File: src/rtl/tbarx_pkg.sv
// Shared types, constants and helper functions for the two-block ARX stream cipher.
// Used by the interfaces, the controller, the datapath and the top level.
package tbarx_pkg;

  localparam int DOUBLE_ROUNDS_DEF = 6;
  localparam int CFG_INDEX_W = 3;
  localparam int CFG_DATA_W = 64;
  localparam int CHUNK_W = 64;
  localparam int COUNT_W = 4;
  localparam int POS_W = 4;

  // Register indexes of the configuration port.
  typedef enum logic [CFG_INDEX_W-1:0] {
    REG_KEY01 = 3'd0,
    REG_KEY23 = 3'd1,
    REG_KEY45 = 3'd2,
    REG_KEY67 = 3'd3,
    REG_LONG  = 3'd4,
    REG_NONCE = 3'd5
  } reg_index_t;

  // Row rotation applied at the end of a quarter step.
  typedef enum logic [1:0] {
    ROT_PLAIN,
    ROT_SKEW,
    ROT_UNSKEW
  } rot_mode_t;

  typedef enum logic [2:0] {
    ST_IDLE,
    ST_LOAD,
    ST_ROUND,
    ST_FEED,
    ST_EMIT
  } state_t;

  // One 16-word cipher state, word 0 in the low bits.
  typedef logic [15:0][31:0] words_t;

  typedef struct packed {
    logic      capture;
    logic      load;
    logic      round;
    logic [1:0] sub;
    rot_mode_t rot;
    logic      feed;
    logic      emit;
  } cmd_t;

  typedef struct packed {
    logic pos_zero;
    logic out_free;
  } status_t;

  localparam logic [31:0] LONG_CONSTS [4] = '{
    32'h61707865, 32'h3320646e, 32'h79622d32, 32'h6b206574
  };
  localparam logic [31:0] SHORT_CONSTS [4] = '{
    32'h61707865, 32'h3120646e, 32'h79622d36, 32'h6b206574
  };

  function automatic logic [31:0] rotl32(input logic [31:0] v, input int s);
    return (v << s) | (v >> (32 - s));
  endfunction

  // Left rotation of one row for the given mode.
  function automatic logic [1:0] rot_amount(input rot_mode_t mode, input int row);
    logic [1:0] k;
    k = 2'd1;
    unique case (mode)
      ROT_SKEW:   k = 2'(1 + row);
      ROT_UNSKEW: k = 2'(1 - row);
      default:    k = 2'd1;
    endcase
    return k;
  endfunction

endpackage

File: src/rtl/tbarx_ctrl.sv
// Controller state machine: sequences span build, rounds, feed-forward and result beats.
// Depends on tbarx_pkg for the state, command and status types.
module tbarx_ctrl #(
  parameter int DOUBLE_ROUNDS = tbarx_pkg::DOUBLE_ROUNDS_DEF
) (
  input  logic               clk,
  input  logic               rst,
  input  logic               in_valid,
  output logic               in_ready,
  input  tbarx_pkg::status_t sts,
  output tbarx_pkg::cmd_t    cmd
);

  localparam int DR_W = $clog2(DOUBLE_ROUNDS + 1);

  tbarx_pkg::state_t state, state_next;
  logic [1:0]      sub, sub_next;
  logic [2:0]      quarter, quarter_next;
  logic [DR_W-1:0] dround, dround_next;

  // State and step counters.
  always_ff @(posedge clk) begin
    if (rst) begin
      state   <= tbarx_pkg::ST_IDLE;
      sub     <= '0;
      quarter <= '0;
      dround  <= '0;
    end else begin
      state   <= state_next;
      sub     <= sub_next;
      quarter <= quarter_next;
      dround  <= dround_next;
    end
  end

  // Next state and commands.
  always_comb begin
    state_next   = state;
    sub_next     = sub;
    quarter_next = quarter;
    dround_next  = dround;
    in_ready     = 1'b0;
    cmd          = '0;
    cmd.sub      = sub;
    if (quarter == 3'd3) begin
      cmd.rot = tbarx_pkg::ROT_SKEW;
    end else if (quarter == 3'd7) begin
      cmd.rot = tbarx_pkg::ROT_UNSKEW;
    end else begin
      cmd.rot = tbarx_pkg::ROT_PLAIN;
    end
    unique case (state)
      tbarx_pkg::ST_IDLE: begin
        in_ready = 1'b1;
        if (in_valid) begin
          cmd.capture = 1'b1;
          state_next  = sts.pos_zero ? tbarx_pkg::ST_LOAD : tbarx_pkg::ST_EMIT;
        end
      end
      tbarx_pkg::ST_LOAD: begin
        cmd.load     = 1'b1;
        sub_next     = '0;
        quarter_next = '0;
        dround_next  = '0;
        state_next   = tbarx_pkg::ST_ROUND;
      end
      tbarx_pkg::ST_ROUND: begin
        cmd.round = 1'b1;
        if (sub == 2'd2) begin
          sub_next     = '0;
          quarter_next = quarter + 3'd1;
          if (quarter == 3'd7) begin
            if (dround == DR_W'(DOUBLE_ROUNDS - 1)) begin
              state_next = tbarx_pkg::ST_FEED;
            end
            dround_next = dround + DR_W'(1);
          end
        end else begin
          sub_next = sub + 2'd1;
        end
      end
      tbarx_pkg::ST_FEED: begin
        cmd.feed   = 1'b1;
        state_next = tbarx_pkg::ST_EMIT;
      end
      tbarx_pkg::ST_EMIT: begin
        if (sts.out_free) begin
          cmd.emit   = 1'b1;
          state_next = tbarx_pkg::ST_IDLE;
        end
      end
      default: state_next = tbarx_pkg::ST_IDLE;
    endcase
  end

endmodule

File: config.mk
export PLATFORM = sky130hd
export DESIGN_NAME = tbarx_ctrl
export DESIGN_NICKNAME = d
export VERILOG_FILES = /design/src/rtl/tbarx_pkg.sv /design/src/rtl/tbarx_ctrl.sv
export SDC_FILE = /design/constraint.sdc
export NUM_CORES = 1
export LEC_CHECK = 0
export BUFFER_PORTS_ARGS = -buffer_cell sky130_fd_sc_hd__clkbuf_2
export CORE_UTILIZATION = 45
export CTS_CLUSTER_SIZE = 12
export DETAILED_ROUTE_END_ITERATION = 10
export GPL_TIMING_DRIVEN = 0
export HOLD_SLACK_MARGIN = 0.02
export PLACE_DENSITY = 0.68
export SETUP_SLACK_MARGIN = 0.1
export SYNTH_ARGS = -nofsm -noshare
export SYNTH_HDL_FRONTEND = slang
export SYNTH_SLANG_ARGS = --single-unit
File: constraint.sdc
create_clock -name clk -period 1.79 [get_ports clk]
set_input_delay 0.179 -clock clk [delete_from_list [all_inputs] [get_ports clk]]
set_output_delay 0.179 -clock clk [all_outputs]
set_load 0.05 [all_outputs]
# --- Word level (Yosys, flattened, before mapping) ---
# Cells that the tools add are included.
word_totals:
  elab_cells: 49
  in_bits: 5
  output_inout_bits: 10
  mem_bits_rw: 0
  reg_bits: 11
  romBits: 0
  latchBits: 0
  mem_count: 0
op_classes:
  mux: 24
  add_sub_neg: 3
  n_reduce_logical: 5
  magnitude_cmp: 0
  bitwise_logic: 0
  multipliers: 0
  n_div: 0
  shifts: 0
  n_eq_ne: 13
op_table:
  columns: ["cell", "count"]
  rows:
  - ["two-way mux 3 bit", 9]
  - ["one-hot mux 3 bit (5 select lines)", 1]
  - ["one-hot mux 3 bit (2 select lines)", 2]
  - ["inequality test 2 bit, second input constant", 5]
  - ["== test 3 x 2 -> 1 bit, second input constant", 3]
  - ["== test 3 bit, second input constant", 3]
  - ["two-way mux 1 bit", 8]
  - ["adder 3 x 1 -> 3 bit, second input constant", 2]
  - ["two-way mux 2 bit", 3]
  - ["AND reduction 5 bit", 1]
  - ["one-hot mux 2 bit (2 select lines)", 1]
  - ["== test 3 x 1 -> 1 bit, second input constant", 1]
  - ["logical NOT 3 bit", 1]
  - ["AND reduction 3 bit", 1]
  - ["adder 2 x 1 -> 2 bit, second input constant", 1]
  - ["== test 2 bit, second input constant", 1]
  - ["AND reduction 2 bit", 1]
  - ["nonzero test 2 bit", 1]

# --- Longest topological paths before layout ---
depth:
  word_depth: 5
  depth_mapped: 6
  mapped_depth_nobuf: 6

# --- Worst setup path after synthesis ---
# OpenSTA, ideal clock, no wires.
synth_timing:
  kind: "register to output"
  from: "register state[1]"
  to: "output port cmd[8] in the netlist's numbering"
  required_time_ns: 1.611
  arrival_time_ns: 2.149
  n_path_buf: 1
  setup_slack_ns: -0.538
  path_stages_with_launch: 4
  path_cell_list: "dfxtp_1 buf_4 nor3_1 and2_1"
synth_rtl:
  columns: ["element", "line", "rtl"]
  rows:
  - ["from (decl)", "tbarx_ctrl.sv:16", "tbarx_pkg::state_t state, state_next;"]
  - ["from (signal assigned)", "tbarx_ctrl.sv:24", "state <= tbarx_pkg::ST_IDLE;"]
  - ["from (signal assigned)", "tbarx_ctrl.sv:29", "state <= state_next;"]
  - ["to (decl)", "tbarx_ctrl.sv:11", "output tbarx_pkg::cmd_t cmd"]

==> run_results.csv <==
group,metric,value,unit
die,io_pins,15,
global_route,track_usage,17.1,%
layout,multi_input_area,449,sq um
setup_path,worstSetupPathDepth,4,
place,numPortBuffers,14,
global_route,overflow,0,
setup_path,crit_family,"buffers and inverters",
setup_path,slowest_delay,0.43,ns
yosys,synth-async-reset-ratio,0,%
sta,whs,0.235,ns
setup_path,cp_num_buf_inv,3,
yosys,synth.most_common_cell,"dfxtp_1",
worst_hold_path,hold_path.class,"in2reg",
setup_path,arrival,1.45,ns
cts,cts_sinks,11,
yosys,synth-main-ff-cell,"dfxtp_1",
cts,cts_made_buffers,3,
sta,worst_pin_slew,0.405,ns
place,dp_hpwl,1.05,mm
setup_path,slowest_stage,"or3b_1",
run,drv_cap,0,
cts,clockBufferDepth,2,
layout,fin_nets,113,
setup_path,cp.required,1.61,ns
cts,path_clk_slew,0.06,ns
route,vias_per_cell,5.38,
yosys,netlist_area,704,sq um
sta,rsz0062_at_grt,"yes",
route,drtIter0Drc,7,
sta,setup_viol_count_final,0,
yosys,synth_top_area_share,31.3,%
setup_path,crit_type,"reg2out",
route,ant_nets,0,
yosys,synth_area_leaders,"dfxtp_1 (31%), ha_1 (11%), a21oi_1 (5.7%), nand2_1 (3.2%), nor2_1 (3.2%)",
yosys,ys_warn_count,0,
setup_path,end_kind,"primary output",
yosys,syn-instance-count,80,
cts,cts_max_level,1,
cts,cts_tree,"built",
die,die_w,41.6,microns
sta,finalCritPeriodShare,91.1,%
route,wl_per_cell,12.0,microns
sta,slew_violations,0,
layout,drive_above_1_share,35.6,%
place,gp_congestion,0.734,
global_route,grt_pass1_vias,547,
route,drt_pre_antenna_iters,2,
layout,antenna_cells_inserted,0,
route,drcViolationCount,0,
sta,period_needed,1.63,ns
yosys,synth.distinct_cells,37,
cts,cts_hold_buffers,0,
yosys,ys_ff_latch,11,
global_route,grt_max_degree,11,
die,dieHeight,41.6,microns
setup_path,worst_setup_path_start_kind,"register",
yosys,postSynthAreaPerCell,8.81,sq um
layout,register_area,221,sq um
yosys,synth-edff-count,0,
power,p_leak,0.391,nW
die,core,1380,sq um
sta,skew,0.000905,ns
worst_hold_path,holdPathStages,3,
setup_path,worst-path-max-fanout,10,
sta,timing.fmax,0.613,GHz
die,die-area,1730,sq um
sta,fin_tns_setup,0,ns
setup_path,rr_worst_depth,5,
cts,worstSkewPairLatency,0.27,ns
power,peakVddDrop,0.593,mV
die,rows,13,
die,start_util,51.0,%
global_route,antenna_found_initial,0,
yosys,synth_common_cells,"dfxtp_1 (11), a21oi_1 (8), ha_1 (6), nand2_1 (6), nor2_1 (6)",
sta,relSlewSlack,73.0,%
run_status,status,"finished clean",
yosys,syn_nets,91,
route,routed-via-count,624,
layout,n_fill_cell,117,
route,wl,1.39,mm
global_route,grt_pass1_wl,2.25,mm
cts,clock-root-buffer,"clkbuf_4",
setup_path,crit_chain,"buf_6, or3b_1, inv_2, clkbuf_4",
power,p_per_area,902,nW/um^2
sta,finalHoldViolations,0,
yosys,yosysTopAreaCell,"dfxtp_1",
layout,area_growth,22.4,%
yosys,ys_seq_area_share,31.3,%
worst paths after layout:
kind / to / slack, ns / startpoint
setup / recovery: cmd[7] / 0.16 / state[2]
hold / removal: state[0] / 0.23 / rst
setup reg to reg: state[2] / 0.16 / quarter[0]
hold reg to reg: quarter[0] / 0.48 / quarter[0]
metal layers:
metal	global-route usage [%]	up-vias	part of all wire (%)
li1	-	325	-
met1	21.8	288	50
met2	25.3	9	45
met3	7.83	2	3.6
met4	5.81	0	1.1
met5	0	-	0
flip-flops by register name, indices dropped and copies added, names as in the netlist:
signal and flops:
dround 3, quarter 3, sub 2, state 3
area by class of cell:
| cell class | instances | share of cell area [%] |
|---|---|---|
| plain buffers | 5 | 4.64 |
| clock buffers | 4 | 3.05 |
| inverters | 3 | 1.31 |
| multi-input cells | 61 | 52.1 |
| flip-flops and latches | 11 | 25.7 |
| well taps | 15 | 2.18 |
| repair buffers | 17 | 11.0 |
logic make-up after synthesis:
logic type	after synthesis	synth area share, %
mux	2	3.55
simple gates	38	33.9
compound gates	15	13.3
flops	11	31.3
fa+ha+maj	6	10.7
buf+inv	8	7.28
worst min-delay path: stages:
cell and delay [ns]:
clkbuf_2 0.08, or2_1 0.15, nor4_2 0.05
timing repair:
item                                    CTS  global route
setup buffers                             0             3
endpoints found under the setup margin    0             2
gates resized for setup                   0             2
report_power, final:
group | total (mW) | internal (mW) | leakage (nW) | switching [mW]
registers | 0.275 | 0.260 | 0.0895 | 0.0146
logic | 0.338 | 0.121 | 0.287 | 0.217
clock network | 0.165 | 0.0863 | 0.0150 | 0.0783
total | 0.777 | 0.467 | 0.391 | 0.310
layout by cell type, fill, tap and decap left out, types with 2 or more instances in the layout:
cell | netlist | final
inv_1 | 2 | 2
clkbuf_2 | 0 | 13
ha_1 | 6 | 6
nand4_1 | 2 | 2
a211oi_1 | 2 | 2
nor2_1 | 6 | 6
nand2b_1 | 2 | 2
a21oi_1 | 8 | 8
clkbuf_4 | 0 | 4
nand2_1 | 6 | 6
nand3_1 | 2 | 2
dfxtp_1 | 11 | 10
or2_1 | 2 | 2
nor2b_1 | 2 | 2
buf_4 | 2 | 5
and2_1 | 2 | 2
through the flow:
stage | instances | power, mW | util (%) | setup slack (ns) | instance area (sq um)
after floorplan | 80 | 0.545 | - | 0.0552 | 722
after global placement | 109 | 0.600 | 58.6 | 0.185 | 811
after detailed placement | 109 | 0.604 | 58.6 | 0.163 | 811
after CTS | 113 | 0.769 | 60.5 | 0.104 | 837
after global routing | 116 | 0.826 | 62.4 | 0.0826 | 862
final | 116 | 0.777 | 62.4 | 0.160 | 862
(Power assumes the default switching activity.)
